--- config.mk ---
export PLATFORM = sky130hd
export DESIGN_NAME = extended_delay_timer
export DESIGN_NICKNAME = d
export VERILOG_FILES = /design/src/rtl/edt_pkg.sv /design/src/rtl/edt_ctrl.sv /design/src/rtl/edt_datapath.sv /design/src/rtl/extended_delay_timer.sv
export SDC_FILE = /design/constraint.sdc
export NUM_CORES = 1
export LEC_CHECK = 0
export BUFFER_PORTS_ARGS = -buffer_cell sky130_fd_sc_hd__buf_4
export CORE_ASPECT_RATIO = 0.75
export CORE_UTILIZATION = 43
export DETAILED_ROUTE_END_ITERATION = 10
export PLACE_DENSITY = 0.57
export SLEW_MARGIN = 15
export SYNTH_ARGS = -nofsm -noshare
export SYNTH_HDL_FRONTEND = slang
export SYNTH_SLANG_ARGS = --single-unit
export TNS_END_PERCENT = 10
--- constraint.sdc ---
create_clock -name clk_i -period 5.4 [get_ports clk_i]
set_input_delay 0.54 -clock clk_i [delete_from_list [all_inputs] [get_ports clk_i]]
set_output_delay 0.54 -clock clk_i [all_outputs]
set_load 0.01 [all_outputs]
--- src/rtl/edt_pkg.sv ---
`timescale 1ns / 1ps

package edt_pkg;

  localparam int unsigned CLOCK_MHZ    = 8;
  localparam int unsigned MAX_DELAY_MS = 4294967;
  localparam int unsigned MS_TO_US     = 1000;

  localparam int unsigned ACTION_W = 3;
  localparam int unsigned DELAY_W  = 23;
  localparam int unsigned COUNT_W  = 16;
  localparam int unsigned PROD_W   = 32;
  localparam int unsigned CNT_W    = $clog2(PROD_W);
  localparam int unsigned CFG_IDX_W  = 2;
  localparam int unsigned CFG_DATA_W = 2;

  // Largest tick time is 2^3 * 4 / CLOCK_MHZ microseconds.
  localparam int unsigned TICK_MAX = 32 / CLOCK_MHZ;
  localparam int unsigned TICK_W   = (TICK_MAX < 2) ? 1 : $clog2(TICK_MAX + 1);

  localparam logic [CFG_IDX_W-1:0] CFG_MODE      = CFG_IDX_W'(0);
  localparam logic [CFG_IDX_W-1:0] CFG_PRESCALER = CFG_IDX_W'(1);

  localparam logic MODE_TIMER   = 1'b0;
  localparam logic MODE_COUNTER = 1'b1;

  typedef enum logic [ACTION_W-1:0] {
    ACT_TICK          = 3'd0,
    ACT_START_TIMER   = 3'd1,
    ACT_START_COUNTER = 3'd2,
    ACT_WRITE_COUNT   = 3'd3,
    ACT_READ_COUNT    = 3'd4,
    ACT_STOP          = 3'd5
  } action_e;

  typedef struct packed {
    logic load;
    logic div_step;
    logic finish;
    logic emit;
  } ctrl_cmd_t;

  typedef struct packed {
    logic need_div;
    logic div_last;
    logic out_free;
  } dp_status_t;

  function automatic logic [TICK_W-1:0] tick_us(input logic [1:0] prescaler);
    int unsigned num;
    num = (32'd1 << prescaler) * 32'd4;
    return TICK_W'(num / CLOCK_MHZ);
  endfunction

endpackage

--- src/rtl/edt_ctrl.sv ---
`timescale 1ns / 1ps

module edt_ctrl (
  input  logic                   clk_i,
  input  logic                   rst_ni,
  input  logic                   in_valid_i,
  output logic                   in_stall_o,
  input  edt_pkg::dp_status_t    status_i,
  output edt_pkg::ctrl_cmd_t     cmd_o
);

  typedef enum logic [3:0] {
    ST_IDLE = 4'b0001,
    ST_DIV  = 4'b0010,
    ST_FIN  = 4'b0100,
    ST_EMIT = 4'b1000
  } state_e;

  state_e state_q, state_d;

  always_comb begin
    state_d = state_q;
    cmd_o   = '0;
    case (state_q)
      ST_IDLE: begin
        if (in_valid_i) begin
          cmd_o.load = 1'b1;
          state_d    = status_i.need_div ? ST_DIV : ST_EMIT;
        end
      end
      ST_DIV: begin
        cmd_o.div_step = 1'b1;
        if (status_i.div_last) begin
          state_d = ST_FIN;
        end
      end
      ST_FIN: begin
        cmd_o.finish = 1'b1;
        state_d      = ST_EMIT;
      end
      ST_EMIT: begin
        if (status_i.out_free) begin
          cmd_o.emit = 1'b1;
          state_d    = ST_IDLE;
        end
      end
      default: begin
        state_d = ST_IDLE;
      end
    endcase
  end

  assign in_stall_o = (state_q != ST_IDLE);

  always_ff @(posedge clk_i or negedge rst_ni) begin
    if (!rst_ni) begin
      state_q <= ST_IDLE;
    end else begin
      state_q <= state_d;
    end
  end

endmodule

--- src/rtl/edt_datapath.sv ---
`timescale 1ns / 1ps

module edt_datapath (
  input  logic                                  clk_i,
  input  logic                                  rst_ni,
  input  logic                                  cfg_valid_i,
  input  logic [edt_pkg::CFG_IDX_W-1:0]         cfg_index_i,
  input  logic [edt_pkg::CFG_DATA_W-1:0]        cfg_data_i,
  input  logic [edt_pkg::ACTION_W-1:0]          action_i,
  input  logic [edt_pkg::DELAY_W-1:0]           wait_ms_i,
  input  logic [edt_pkg::COUNT_W-1:0]           counter_value_i,
  input  logic                                  out_stall_i,
  output logic                                  out_valid_o,
  output logic                                  status_o,
  output logic [edt_pkg::COUNT_W-1:0]           read_value_o,
  output logic                                  fired_o,
  input  edt_pkg::ctrl_cmd_t                    cmd_i,
  output edt_pkg::dp_status_t                   status_dp_o
);

  localparam int unsigned CW = edt_pkg::COUNT_W;
  localparam int unsigned PW = edt_pkg::PROD_W;
  localparam int unsigned TW = edt_pkg::TICK_W;

  logic                        mode_q, mode_d;
  logic [1:0]                  prescaler_q, prescaler_d;
  logic [CW-1:0]               count_q, count_d;
  logic [CW-1:0]               wraps_q, wraps_d;
  logic [CW-1:0]               needed_q, needed_d;
  logic [CW-1:0]               reload_q, reload_d;
  logic                        running_q, running_d;
  logic [TW-1:0]               rem_q, rem_d;
  logic [PW-1:0]               quo_q, quo_d;
  logic [TW-1:0]               divisor_q, divisor_d;
  logic [edt_pkg::CNT_W-1:0]   cnt_q, cnt_d;
  logic                        res_status_q, res_status_d;
  logic [CW-1:0]               res_rd_q, res_rd_d;
  logic                        res_fired_q, res_fired_d;
  logic                        out_valid_q;
  logic                        out_status_q;
  logic [CW-1:0]               out_rd_q;
  logic                        out_fired_q;

  edt_pkg::action_e            act;
  logic [TW-1:0]               tick;
  logic [edt_pkg::DELAY_W-1:0] delay_sat;
  logic [PW-1:0]               product;
  logic [CW-1:0]               tick_inc;
  logic [CW-1:0]               wraps_inc;
  logic [TW:0]                 shifted;
  logic [TW:0]                 trial;
  logic [CW:0]                 need_wide;

  assign act       = edt_pkg::action_e'(action_i);
  assign tick      = edt_pkg::tick_us(prescaler_q);
  assign delay_sat = (wait_ms_i > edt_pkg::DELAY_W'(edt_pkg::MAX_DELAY_MS))
                   ? edt_pkg::DELAY_W'(edt_pkg::MAX_DELAY_MS) : wait_ms_i;
  assign product   = PW'(delay_sat) * PW'(edt_pkg::MS_TO_US);
  assign tick_inc  = count_q + CW'(1);
  assign wraps_inc = wraps_q + CW'(1);
  assign shifted   = {rem_q, quo_q[PW-1]};
  assign trial     = shifted - {1'b0, divisor_q};
  assign need_wide = {1'b0, quo_q[PW-1:CW]} + (CW+1)'(quo_q[CW-1:0] != '0);

  assign status_dp_o.need_div = (act == edt_pkg::ACT_START_TIMER)
                              && (mode_q == edt_pkg::MODE_TIMER) && (tick != '0);
  assign status_dp_o.div_last = (cnt_q == '0);
  assign status_dp_o.out_free = !out_valid_q || !out_stall_i;

  always_comb begin
    mode_d      = mode_q;
    prescaler_d = prescaler_q;
    if (cfg_valid_i) begin
      case (cfg_index_i)
        edt_pkg::CFG_MODE:      mode_d      = cfg_data_i[0];
        edt_pkg::CFG_PRESCALER: prescaler_d = cfg_data_i[1:0];
        default: ;
      endcase
    end
  end

  always_comb begin
    count_d      = count_q;
    wraps_d      = wraps_q;
    needed_d     = needed_q;
    reload_d     = reload_q;
    running_d    = running_q;
    rem_d        = rem_q;
    quo_d        = quo_q;
    divisor_d    = divisor_q;
    cnt_d        = cnt_q;
    res_status_d = res_status_q;
    res_rd_d     = res_rd_q;
    res_fired_d  = res_fired_q;

    if (cmd_i.load) begin
      res_status_d = 1'b0;
      res_rd_d     = '0;
      res_fired_d  = 1'b0;
      case (act)
        edt_pkg::ACT_TICK: begin
          if (running_q) begin
            count_d = tick_inc;
            if (tick_inc == '0) begin
              wraps_d = wraps_inc;
              if ((needed_q == '0) || (wraps_inc >= needed_q)) begin
                count_d     = reload_q + CW'(2);
                wraps_d     = '0;
                res_fired_d = 1'b1;
              end
            end
          end
        end
        edt_pkg::ACT_START_TIMER: begin
          if (!status_dp_o.need_div) begin
            res_status_d = 1'b1;
          end else begin
            rem_d     = '0;
            quo_d     = product;
            divisor_d = tick;
            cnt_d     = edt_pkg::CNT_W'(PW - 1);
          end
        end
        edt_pkg::ACT_START_COUNTER: begin
          if (mode_q != edt_pkg::MODE_COUNTER) begin
            res_status_d = 1'b1;
          end else begin
            wraps_d   = '0;
            running_d = 1'b1;
          end
        end
        edt_pkg::ACT_WRITE_COUNT: begin
          count_d = counter_value_i + CW'(2);
        end
        edt_pkg::ACT_READ_COUNT: begin
          res_rd_d = count_q;
        end
        edt_pkg::ACT_STOP: begin
          running_d = 1'b0;
        end
        default: begin
          res_status_d = 1'b1;
        end
      endcase
    end

    if (cmd_i.div_step) begin
      if (!trial[TW]) begin
        rem_d = trial[TW-1:0];
        quo_d = {quo_q[PW-2:0], 1'b1};
      end else begin
        rem_d = shifted[TW-1:0];
        quo_d = {quo_q[PW-2:0], 1'b0};
      end
      cnt_d = cnt_q - edt_pkg::CNT_W'(1);
    end

    if (cmd_i.finish) begin
      needed_d     = need_wide[CW] ? '1 : need_wide[CW-1:0];
      reload_d     = CW'(0) - quo_q[CW-1:0];
      count_d      = (CW'(0) - quo_q[CW-1:0]) + CW'(2);
      wraps_d      = '0;
      running_d    = 1'b1;
      res_status_d = 1'b0;
    end
  end

  always_ff @(posedge clk_i or negedge rst_ni) begin
    if (!rst_ni) begin
      mode_q      <= edt_pkg::MODE_TIMER;
      prescaler_q <= '0;
      count_q     <= '0;
      wraps_q     <= '0;
      needed_q    <= '0;
      reload_q    <= '0;
      running_q   <= 1'b0;
      cnt_q       <= '0;
      out_valid_q <= 1'b0;
    end else begin
      mode_q      <= mode_d;
      prescaler_q <= prescaler_d;
      count_q     <= count_d;
      wraps_q     <= wraps_d;
      needed_q    <= needed_d;
      reload_q    <= reload_d;
      running_q   <= running_d;
      cnt_q       <= cnt_d;
      if (cmd_i.emit) begin
        out_valid_q <= 1'b1;
      end else if (!out_stall_i) begin
        out_valid_q <= 1'b0;
      end
    end
  end

  always_ff @(posedge clk_i) begin
    rem_q        <= rem_d;
    quo_q        <= quo_d;
    divisor_q    <= divisor_d;
    res_status_q <= res_status_d;
    res_rd_q     <= res_rd_d;
    res_fired_q  <= res_fired_d;
    if (cmd_i.emit) begin
      out_status_q <= res_status_q;
      out_rd_q     <= res_rd_q;
      out_fired_q  <= res_fired_q;
    end
  end

  assign out_valid_o  = out_valid_q;
  assign status_o     = out_status_q;
  assign read_value_o = out_rd_q;
  assign fired_o      = out_fired_q;

endmodule

--- src/rtl/extended_delay_timer.sv ---
`timescale 1ns / 1ps

// 16-bit preloaded up-counter that stretches one delay over many overflows.
// Each item gives exactly one result, and the input is stalled until it is
// emitted. Tick, write, read, stop, start counter, unknown and rejected items
// register their result at acceptance and then move it into the output
// register. A start timer item in timer mode with a nonzero tick time runs,
// between acceptance and emit, the one-bit-per-cycle divider that turns the
// delay in microseconds into timer ticks and then a step that derives the
// overflow count and preload. While the output register still waits to be
// taken the result cannot move in, and the input stays stalled for as long
// as that wait lasts; the next item is accepted once the current one sits in
// the output register.
// Configuration registers (mode at index 0, prescaler at index 1) are always
// ready and are meant to be written while no item is in flight.
module extended_delay_timer (
  input  logic                               clk_i,
  input  logic                               rst_ni,
  input  logic                               cfg_valid_i,
  output logic                               cfg_ready_o,
  input  logic [edt_pkg::CFG_IDX_W-1:0]      cfg_index_i,
  input  logic [edt_pkg::CFG_DATA_W-1:0]     cfg_data_i,
  input  logic                               in_valid_i,
  output logic                               in_stall_o,
  input  logic [edt_pkg::ACTION_W-1:0]       action_i,
  input  logic [edt_pkg::DELAY_W-1:0]        wait_ms_i,
  input  logic [edt_pkg::COUNT_W-1:0]        counter_value_i,
  output logic                               out_valid_o,
  input  logic                               out_stall_i,
  output logic                               status_o,
  output logic [edt_pkg::COUNT_W-1:0]        read_value_o,
  output logic                               fired_o
);

  edt_pkg::ctrl_cmd_t  cmd;
  edt_pkg::dp_status_t dp_status;

  assign cfg_ready_o = 1'b1;

  edt_ctrl u_ctrl (
    .clk_i      (clk_i),
    .rst_ni     (rst_ni),
    .in_valid_i (in_valid_i),
    .in_stall_o (in_stall_o),
    .status_i   (dp_status),
    .cmd_o      (cmd)
  );

  edt_datapath u_datapath (
    .clk_i           (clk_i),
    .rst_ni          (rst_ni),
    .cfg_valid_i     (cfg_valid_i),
    .cfg_index_i     (cfg_index_i),
    .cfg_data_i      (cfg_data_i),
    .action_i        (action_i),
    .wait_ms_i       (wait_ms_i),
    .counter_value_i (counter_value_i),
    .out_stall_i     (out_stall_i),
    .out_valid_o     (out_valid_o),
    .status_o        (status_o),
    .read_value_o    (read_value_o),
    .fired_o         (fired_o),
    .cmd_i           (cmd),
    .status_dp_o     (dp_status)
  );

endmodule

* Yosys cells after proc, flatten, opt, wreduce, memory -nomap -nowiden
Index checks and enable logic that the tools add are counted.
** Operators by class
- Bitwise gates (word level) :: 1
- Magnitude comparators :: 2
- Shifts and indexed selects :: 1
- Muxes and demuxes :: 50
- Add/subtract/negate cells :: 9
- Reduce and logical (&&, ||, !) cells :: 30
- Multipliers :: 1
- Equality and inequality tests :: 18
** Operator list (count)
- $mux W16 :: 12
- $mux W32 :: 4
- $pmux W16 S2 :: 2
- $add A16 B2 Y16 const B :: 3
- $add A16 B1 Y16 const B :: 2
- $logic_not A16 Y1 :: 2
- $mul A23 B7 Y29 const B :: 1
- $gt A23 B23 Y1 const B :: 1
- $mux W23 :: 1
- $mux W5 :: 4
- $reduce_and A3 Y1 :: 6
- $add A16 B1 Y17 :: 1
- $ge A16 B16 Y1 :: 1
- $mux W4 :: 4
- $pmux W4 S4 :: 1
- $reduce_bool A16 Y1 :: 1
- $sub A1 B16 Y16 const A :: 1
- $mux W1 :: 15
- $mux W3 :: 5
- $reduce_bool A3 Y1 :: 4
- $ne A3 B2 Y1 const B :: 3
- $reduce_bool A2 Y1 :: 4
- $eq A3 B2 Y1 const B :: 2
- $eq A3 B3 Y1 const B :: 2
- other kinds (24) :: 30
** Word-level totals
- Register bits :: 152
- Input port bits :: 51
- Word-level logic and storage cells :: 131
- Output and inout bits :: 21

* Depth between registers and ports, before layout
Gate-level depths: netlist (run 1).
- Depth after elaboration :: 9
- Mapped depth :: 26
- Mapped depth without buffers :: 25

* Hierarchy
A second synthesis (run 1) with hierarchy kept.
** Second synthesis, totals
- Cell total of the unflattened synthesis :: 1391
- Area total of the unflattened synthesis :: 13266.5 µm²
** By module, submodules not included
- edt_datapath :: area an instance 13016.2 µm², cells each 1364, instances 1, sequential area each 4063.9 µm²
- edt_ctrl :: area an instance 239.0 µm², cells each 25, instances 1, sequential area each 101.3 µm²
- extended_delay_timer :: area an instance 11.3 µm², cells each 2, instances 1, sequential area each 0.0 µm²

* Worst setup path before layout (run 1)
Ideal clock, no wire load.
- Path kind :: input to register
- From :: input wait_ms_i[2] (netlist name)
- To :: register u_datapath.quo_q[29], data pin
- Required time :: 5.137 ns
- Path buffers :: 2
- Slack :: -1.239 ns
- Arrival time :: 6.376 ns
- Cell stages on the path :: 24
- Setup time :: 0.263 ns
- Cells stage by stage :: and4b_1 o211ai_1 a21boi_0 o31ai_1 a21oi_1 o31ai_1 clkbuf_1 nand2b_1 fa_1 inv_1 fa_1 fa_1 inv_1 fa_1 ha_1 clkbuf_1 o21a_1 o2111ai_1 nor4_1 or4_1 a21bo_2 a21oi_1 or4b_2 nand3_1
** Between the ends
- Word-level cells in the longest chain between the ends :: 7
** Ends and longest elaborated chain
- from (decl) :: RTL line extended_delay_timer.sv:26 : input logic [edt_pkg::DELAY_W-1:0] wait_ms_i,
- $gt A23 B23 Y1 :: RTL line edt_datapath.sv:56 : assign delay_sat = (wait_ms_i > edt_pkg::DELAY_W'(edt_pkg::MAX_DELAY_MS))
- $mux W23 * :: RTL line edt_datapath.sv:57 : ? edt_pkg::DELAY_W'(edt_pkg::MAX_DELAY_MS) : wait_ms_i;
- $mul A23 B7 Y29 * :: RTL line edt_datapath.sv:58 : assign product = PW'(delay_sat) * PW'(edt_pkg::MS_TO_US);
- $mux W32 * :: RTL line edt_datapath.sv:115 : if (!status_dp_o.need_div) begin
- $mux W32 * :: RTL line edt_datapath.sv:100 : case (act)
- $mux W32 * :: RTL line edt_datapath.sv:96 : if (cmd_i.load) begin
- $mux W32 * :: RTL line edt_datapath.sv:147 : if (cmd_i.div_step) begin
- net u_datapath.quo_d[29] :: RTL line edt_datapath.sv:33 : logic [PW-1:0] quo_q, quo_d;
- to (signal assigned) :: RTL line edt_datapath.sv:198 : quo_q <= quo_d;
- to (decl) :: RTL line edt_datapath.sv:33
Mark *: on every way through the listed nets, which the timed path passes. The rest lies on a longest branch. The select of a mux whose other input is x is not followed.
A chain may end at the register's enable or synchronous reset.

* Worst setup path after layout (run 1)
- From :: input wait_ms_i[22] (netlist name)
- To :: register u_datapath.quo_q[29], data pin
The elaborated chain is that of the path after synthesis.

==> impl_metrics.py, run 1 <==
metrics = {
    "logic_synthesis": {
        "yosys.area.top_type": "edfxtp_1",
        "synthMuxAreaShare_pct": 0.671,
        "synthAdderAreaFrac_pct": 21.9,
        "synth.avg_cell_area_sq_um": 9.40,
        "synth_compound_area_share_pct": 13.0,
        "synthFlopType": "dfrtp_1",
        "synthDistinctLibCells": 78,
        "ys_seq_area_share_pct": 32.4,
        "syn_inst": 1369,
        "yosys-top-cells-area": "edfxtp_1, dfrtp_1, fa_1, ha_1, inv_1",
        "synth_xor_xnor_area_share_pct": 7.96,
        "syn_area_sq_um": 12900,
        "synth_nets": 1596,
        "yosysWarningCount": 0,
        "yosys.area_share.simple_pct": 17.4,
        "synth_edf_count": 73,
        "synth_top_family_by_area": "adder cells",
        "async_reset_ff_share_pct": 51.3,
        "synth_top_area_share_pct": 17.0,
        "synth_seq_cells": 152,
    },
    "cells_and_area": {
        "drive_above_1_share_pct": 19.8,
        "fill_cells": 2655,
        "syn2layout_area_growth_pct": 21.1,
        "final_cell_mix": "buf_4, inv_1, nand2_1, nor2_1, ha_1",
        "insertedDiodeCount": 0,
        "final_common_cell": "buf_4",
        "postLayoutCellArea_sq_um": 15600,
        "nNetsFinal": 1765,
        "fin_util_pct": 53.3,
    },
    "power_and_ir_drop": {
        "p_clk_share_pct": 15.1,
        "ir_drop_mv": 0.315,
        "powerDensity_nw_per_um2": 499,
        "power_frac_comb_pct": 61.2,
        "p_seq_share_pct": 23.7,
        "power.internal_mw": 4.65,
        "switching_share_pct": 40.3,
        "leakage_nw": 7.01,
        "switchingPower_mw": 3.14,
    },
    "grt": {
        "grt_pass1_vias": 9944,
        "grt_pass1_wl_microns": 53700,
        "globalRouteOverflowTotal": 0,
        "antenna_found_initial": 0,
        "grt_max_degree": 62,
        "track_usage_pct": 22.1,
    },
    "detailed_routing": {
        "drtPass1Iterations": 5,
        "wl_per_cell_microns": 16.8,
        "first_iter_violations": 971,
        "drc": 0,
        "met3WireLength_microns": 1730,
        "via_per_inst": 5.36,
        "totalWireLength_microns": 32600,
        "highest_layer": "met4",
        "num_vias": 10400,
        "route.met2.wl_microns": 12800,
        "ant_nets": 0,
        "wl_met1_microns": 17900,
    },
    "clocking": {
        "cts_buffer_depth": 2,
        "clkTransAtPathRegs_ns": 0.06,
        "h-tree-depth": 4,
        "numCtsBuffers": 17,
        "cts_sinks": 152,
        "tritoncts": "yes",
        "cts_hold_buffers": 0,
        "insertion_delay_ns": 0.43,
        "clockRootBuffer": "clkbuf_16",
    },
    "min_path": {
        "hold_class": "primary input to asynchronous set/reset pin",
    },
    "sta": {
        "hold_violations": 0,
        "skew_ns": 0.00946,
        "slew_headroom_pct": 39.2,
        "setup_violations": 15,
        "rsz0062_at_grt": "yes",
        "timing.fmax_mhz": 171,
        "tightest_slew_ns": 0.908,
        "fin_crit_ns": 5.84,
        "finalMaxSlewViolations": 0,
        "finalCritPeriodShare_pct": 108,
        "fin_tns_setup_ns": -3.76,
        "worst_slack_ns": -0.439,
    },
    "setup_path": {
        "critPathBufInv": 7,
        "worstReg2RegStart": "u_datapath.wraps_q[0]$_DFFE_PN0P_",
        "reg2reg_slack_ns": 0.97,
        "cp-end-kind": "flip-flop",
        "cpMaxStageDelayCell": "or4_4",
        "critical_path.top_delay_family": "adder cells",
        "crit_arrival_ns": 6.01,
        "cpPeakStageDelay_ns": 0.58,
        "crit_cells": 26,
        "startpoint_type": "primary input",
        "reg2reg_to": "u_datapath.count_q[13]$_DFFE_PN0P_",
        "required_ns": 5.57,
        "ff2ff_path_depth": 15,
        "crit_fanout": 9,
        "path_class": "primary input to flip-flop",
    },
    "die": {
        "io_pins": 72,
        "dieWidth_microns": 202,
        "die_area_sq_um": 30600,
        "rows": 54,
        "die_h_microns": 152,
        "initial_utilization_pct": 44.0,
        "core_area_sq_um": 29300,
    },
    "flow_run": {
        "maxCapViolations": 0,
    },
    "placement": {
        "gp_congestion": 0.881,
        "dp_worst_setup_slack_ns": -1.12,
        "io_buffers": 70,
        "dp_hpwl_microns": 25800,
        "dpl_cell_area_sq_um": 14800,
    },
    "status": {
        "status": "complete, but fails checks",
        "violations": "negative setup slack",
    },
}
[synthesized netlist by cell type, drive strengths merged (8+ instances only)]
library cell,count
a211oi,15
a21o,13
a21oi,66
a22o,8
a22oi,14
a31oi,15
and2,25
and3,17
buf,14
clkbuf,34
dfrtp,77
edfxtp,73
fa,83
ha,93
inv,171
nand2,117
nand2b,13
nand3,40
nand4,24
nor2,89
nor2b,17
nor3,26
nor3b,9
nor4,15
o211ai,10
o21ai,69
xnor2,63
xor2,54
[worst register-to-register path: stages, from the launching register on]
cell,delay [ns]
dfrtp_1,0.48
ha_1,0.26
and3_1,0.24
and3_1,0.24
and3_1,0.24
and3_1,0.28
nand3_1,0.12
xnor2_1,0.17
ha_1,0.30
and4_1,0.22
and2_1,0.15
nand4_1,0.10
o211ai_1,0.51
and2_1,0.62
a211oi_1,0.16
a211oi_1,0.23
[power by group through the flow]
stage | Clock (mW) | Sequential [mW] | Combinational [mW]
final | 1.17 | 1.85 | 4.77
after detailed placement | 0 | 1.86 | 4.45
after global placement | 0 | 1.85 | 4.43
after floorplan | 0 | 1.76 | 2.80
after global routing | 1.24 | 1.87 | 5.30
after CTS | 1.19 | 1.84 | 4.71
[cell families (layout without fill, tap and decap cells)]
logic type | count (synthesis) | in the layout
multiplexers | 8 | 8
AO/OA/AOI/OAI | 261 | 261
AND/OR/NAND/NOR | 435 | 435
XOR/XNOR | 117 | 117
buffers and inverters | 219 | 401
adder cells (fa/ha/maj) | 176 | 176
flip-flops | 152 | 152
other | 1 | 1
[through the flow]
stage / hold WS [ns] / total power, mW / cells
2_1_floorplan: 0.244 / 4.56 / 1369
3_3_place_gp: 0.402 / 6.29 / 1908
3_5_place_dp: 0.405 / 6.31 / 1908
4_1_cts: 0.0670 / 7.73 / 1940
5_1_grt: 0.0857 / 8.42 / 1943
6_report: 0.0608 / 7.79 / 1943
[registers in the layout (all words and copies together) (netlist names)]
signal	count
u_ctrl.state_q	4
u_datapath.cnt_q	5
u_datapath.count_q	16
u_datapath.divisor_q	3
u_datapath.fired_o	1
u_datapath.mode_q	1
u_datapath.needed_q	16
u_datapath.out_valid_o	1
u_datapath.prescaler_q	2
u_datapath.quo_q	32
u_datapath.read_value_o	16
u_datapath.reload_q	16
u_datapath.rem_q	3
u_datapath.res_fired_q	1
u_datapath.res_rd_q	16
u_datapath.res_status_q	1
u_datapath.running_q	1
u_datapath.status_o	1
u_datapath.wraps_q	16
[how the worst max path moves through the flow]
stage	startpoint	end
6_report	wait_ms_i[22]	u_datapath.quo_q[29]$_DFFE_PP_
3_3_place_gp	wait_ms_i[22]	u_datapath.quo_q[30]$_DFFE_PP_
5_1_grt	wait_ms_i[22]	u_datapath.quo_q[31]$_DFFE_PP_
4_1_cts	wait_ms_i[2]	u_datapath.quo_q[29]$_DFFE_PP_
3_5_place_dp	wait_ms_i[2]	u_datapath.quo_q[30]$_DFFE_PP_
2_1_floorplan	wait_ms_i[2]	u_datapath.quo_q[29]$_DFFE_PP_
[per-layer routing]
layer	vias to the layer above	track usage, %
met1	5066	36.9
met3	20	3.26
met5	-	0
met4	0	3.97
met2	263	29.5
li1	5061	-
[timing repair]
| action | 4_1_cts | 5_1_grt |
|---|---|---|
| resized for setup | 23 | 17 |
| cloned | 0 | 1 |
| setup buffers | 0 | 1 |
| setup endpoints to repair | 19 | 22 |
| pin swaps | 9 | 5 |
[layout make-up]
cell class / instances / area [sq um] / share of cell area (%)
Clock inverter: 10 / 100 / 0.642
Timing Repair Buffer: 198 / 1530 / 9.83
Sequential cell: 152 / 4170 / 26.7
Clock buffer: 22 / 474 / 3.04
Tap cell: 392 / 490 / 3.15
Multi-Input combinational cell: 998 / 8180 / 52.4
Inverter: 171 / 654 / 4.20
Note: power is estimated with default switching activity, not from simulation.
==> run 2, diff against run 1 <==
SETUP_SLACK_MARGIN = 0.2   (was unset)
==> run 2 against run 1 <==
  * The run still ends with negative setup slack left
  * Register-to-register slack barely moved
  * Routed wire length rose by 0.21%
  * Sequential share of layout area barely moved
  * Cell area rose by 0.11%
  * Clock skew is 0.0034 ns higher
  * Cell count is essentially flat
  * Critical path type unchanged
==> impl_metrics.py, run 2 (synthesis gave the netlist of run 1 again) <==
metrics = {
    "clocking": {
        "clockRootBuffer": "clkbuf_16",
        "cts_hold_buffers": 0,
        "insertion_delay_ns": 0.44,
        "cts_buffer_depth": 2,
        "clkTransAtPathRegs_ns": 0.06,
        "cts_sinks": 152,
        "tritoncts": "yes",
        "h-tree-depth": 4,
        "numCtsBuffers": 17,
    },
    "cells_and_area": {
        "largest_reg_flops": 32,
        "top_register": "u_datapath.quo_q",
        "drive_above_1_share_pct": 20.1,
        "syn2layout_area_growth_pct": 21.3,
        "final_cell_mix": "buf_4, inv_1, nand2_1, nor2_1, ha_1",
        "insertedDiodeCount": 0,
        "nNetsFinal": 1766,
        "fin_cells": 1944,
        "final_common_cell": "buf_4",
        "fill_cells": 2653,
    },
    "detailed_routing": {
        "via_per_inst": 5.35,
        "drc": 0,
        "wl_per_cell_microns": 16.8,
        "ant_nets": 0,
        "first_iter_violations": 955,
        "drtPass1Iterations": 5,
        "num_vias": 10400,
        "totalWireLength_microns": 32700,
    },
    "die": {
        "core_area_sq_um": 29300,
        "io_pins": 72,
        "dieWidth_microns": 202,
        "die_h_microns": 152,
        "die_area_sq_um": 30600,
        "rows": 54,
        "initial_utilization_pct": 44.0,
    },
    "power_and_ir_drop": {
        "p_clk_share_pct": 15.0,
        "ir_drop_mv": 0.313,
        "p_seq_share_pct": 23.6,
        "power_frac_comb_pct": 61.4,
        "power.internal_mw": 4.67,
        "switchingPower_mw": 3.17,
        "leakage_nw": 7.02,
        "powerDensity_nw_per_um2": 502,
        "power_mw": 7.83,
        "switching_share_pct": 40.4,
    },
    "sta": {
        "setup_violations": 15,
        "skew_ns": 0.0128,
        "tightest_slew_ns": 0.877,
        "hold_slack_ns": 0.0580,
        "rsz0062_at_grt": "yes",
        "hold_violations": 0,
        "fin_crit_ns": 5.85,
        "worst_slack_ns": -0.451,
        "finalCritPeriodShare_pct": 108,
        "finalMaxSlewViolations": 0,
        "timing.fmax_mhz": 171,
        "slew_headroom_pct": 41.3,
    },
    "min_path": {
        "hold_class": "primary input to asynchronous set/reset pin",
    },
    "setup_path": {
        "cp-end-kind": "flip-flop",
        "crit_fanout": 9,
        "path_class": "primary input to flip-flop",
        "crit_arrival_ns": 6.03,
        "reg2reg_to": "u_datapath.count_q[14]$_DFFE_PN0P_",
        "startpoint_type": "primary input",
        "reg2reg_slack_ns": 0.97,
        "worstReg2RegStart": "u_datapath.wraps_q[0]$_DFFE_PN0P_",
        "ff2ff_path_depth": 16,
        "required_ns": 5.58,
    },
    "grt": {
        "track_usage_pct": 22.1,
        "antenna_found_initial": 0,
        "globalRouteOverflowTotal": 0,
        "grt_max_degree": 62,
        "grt_pass1_wl_microns": 53700,
        "grt_pass1_vias": 9956,
    },
    "status": {
        "status": "complete, but fails checks",
        "violations": "negative setup slack",
    },
    "placement": {
        "dp_hpwl_microns": 25800,
        "io_buffers": 70,
        "dp.cells": 1908,
        "gp_congestion": 0.881,
    },
    "flow_run": {
        "maxCapViolations": 0,
    },
}
run 2: cell types whose count changed in the layout (fill, tap and decap cells not counted), sizes merged:
cell	previous run	this run
buf	197	198
inv	170	171
clkinv	9	8
run 2: what timing repair did:
action | 4_1_cts | 5_1_grt
buffers inserted | 2 | 0
pin swaps | 11 | 4
gates resized for setup | 23 | 18
gates cloned | 0 | 1
endpoints found under the setup margin | 20 | 23
endpoints found under the hold margin | 0 | 0
run 2: worst max-delay path: stages:
cell       delay (ns)
buf_4            0.11
and4b_1          0.19
o211ai_1         0.18
a21boi_1         0.11
o31ai_2          0.23
a21oi_2          0.11
o31ai_4          0.22
buf_12           0.17
clkbuf_16        0.16
nand2b_4         0.10
fa_1             0.49
inv_1            0.05
fa_1             0.52
fa_1             0.44
fa_1             0.51
inv_1            0.06
ha_4             0.21
o21a_1           0.17
o2111ai_2        0.21
nor4_1           0.10
or4_4            0.58
a21bo_4          0.25
a21oi_2          0.15
or4b_4           0.14
nand3_1          0.06
run 2: routing by layer:
layer / track usage (%) / vias up / share of wire, %
met4: 3.97 / 0 / 0.75
met3: 3.26 / 24 / 5.5
li1: - / 5058 / -
met5: 0 / - / 0
met2: 29.6 / 265 / 39
met1: 36.9 / 5060 / 54
run 2: stage by stage:
| step | setup WS [ns] | instance area (sq um) | TNS [ns] | util [%] |
|---|---|---|---|---|
| floorplan | -0.579 | 13000 | -6.14 | - |
| global placement | -0.969 | 14800 | -14.11 | 50.6 |
| detailed placement | -1.12 | 14800 | -16.71 | 50.6 |
| CTS | -0.513 | 15500 | -4.93 | 53.0 |
| global route | -0.747 | 15600 | -10.01 | 53.4 |
| finish | -0.451 | 15600 | -3.69 | 53.4 |
run 2: power by group through the flow:
stage                     Sequential (mW)  Combinational, mW  Clock [mW]
final                                1.84               4.81        1.18
after global routing                 1.87               5.34        1.24
after CTS                            1.84               4.70        1.19
after detailed placement             1.86               4.45           0
after global placement               1.85               4.43           0
after floorplan                      1.76               2.80           0
run 2: worst max path at each step:
stage / slack, ns / endpoint / start
4_1_cts: -0.51 / u_datapath.quo_q[29]$_DFFE_PP_ / wait_ms_i[2]
5_1_grt: -0.75 / u_datapath.quo_q[31]$_DFFE_PP_ / wait_ms_i[22]
2_1_floorplan: -0.58 / u_datapath.quo_q[29]$_DFFE_PP_ / wait_ms_i[2]
6_report: -0.45 / u_datapath.quo_q[29]$_DFFE_PP_ / wait_ms_i[2]
3_5_place_dp: -1.12 / u_datapath.quo_q[30]$_DFFE_PP_ / wait_ms_i[2]
3_3_place_gp: -0.97 / u_datapath.quo_q[30]$_DFFE_PP_ / wait_ms_i[22]
run 2: final cells by class:
type	count	area, sq um	area share, %
clock buffers	22	474	3.04
clock inverters	10	100	0.641
inverters	171	652	4.18
multi-input cells	998	8190	52.5
flip-flops and latches	152	4170	26.7
well taps	392	490	3.14
repair buffers	199	1540	9.87
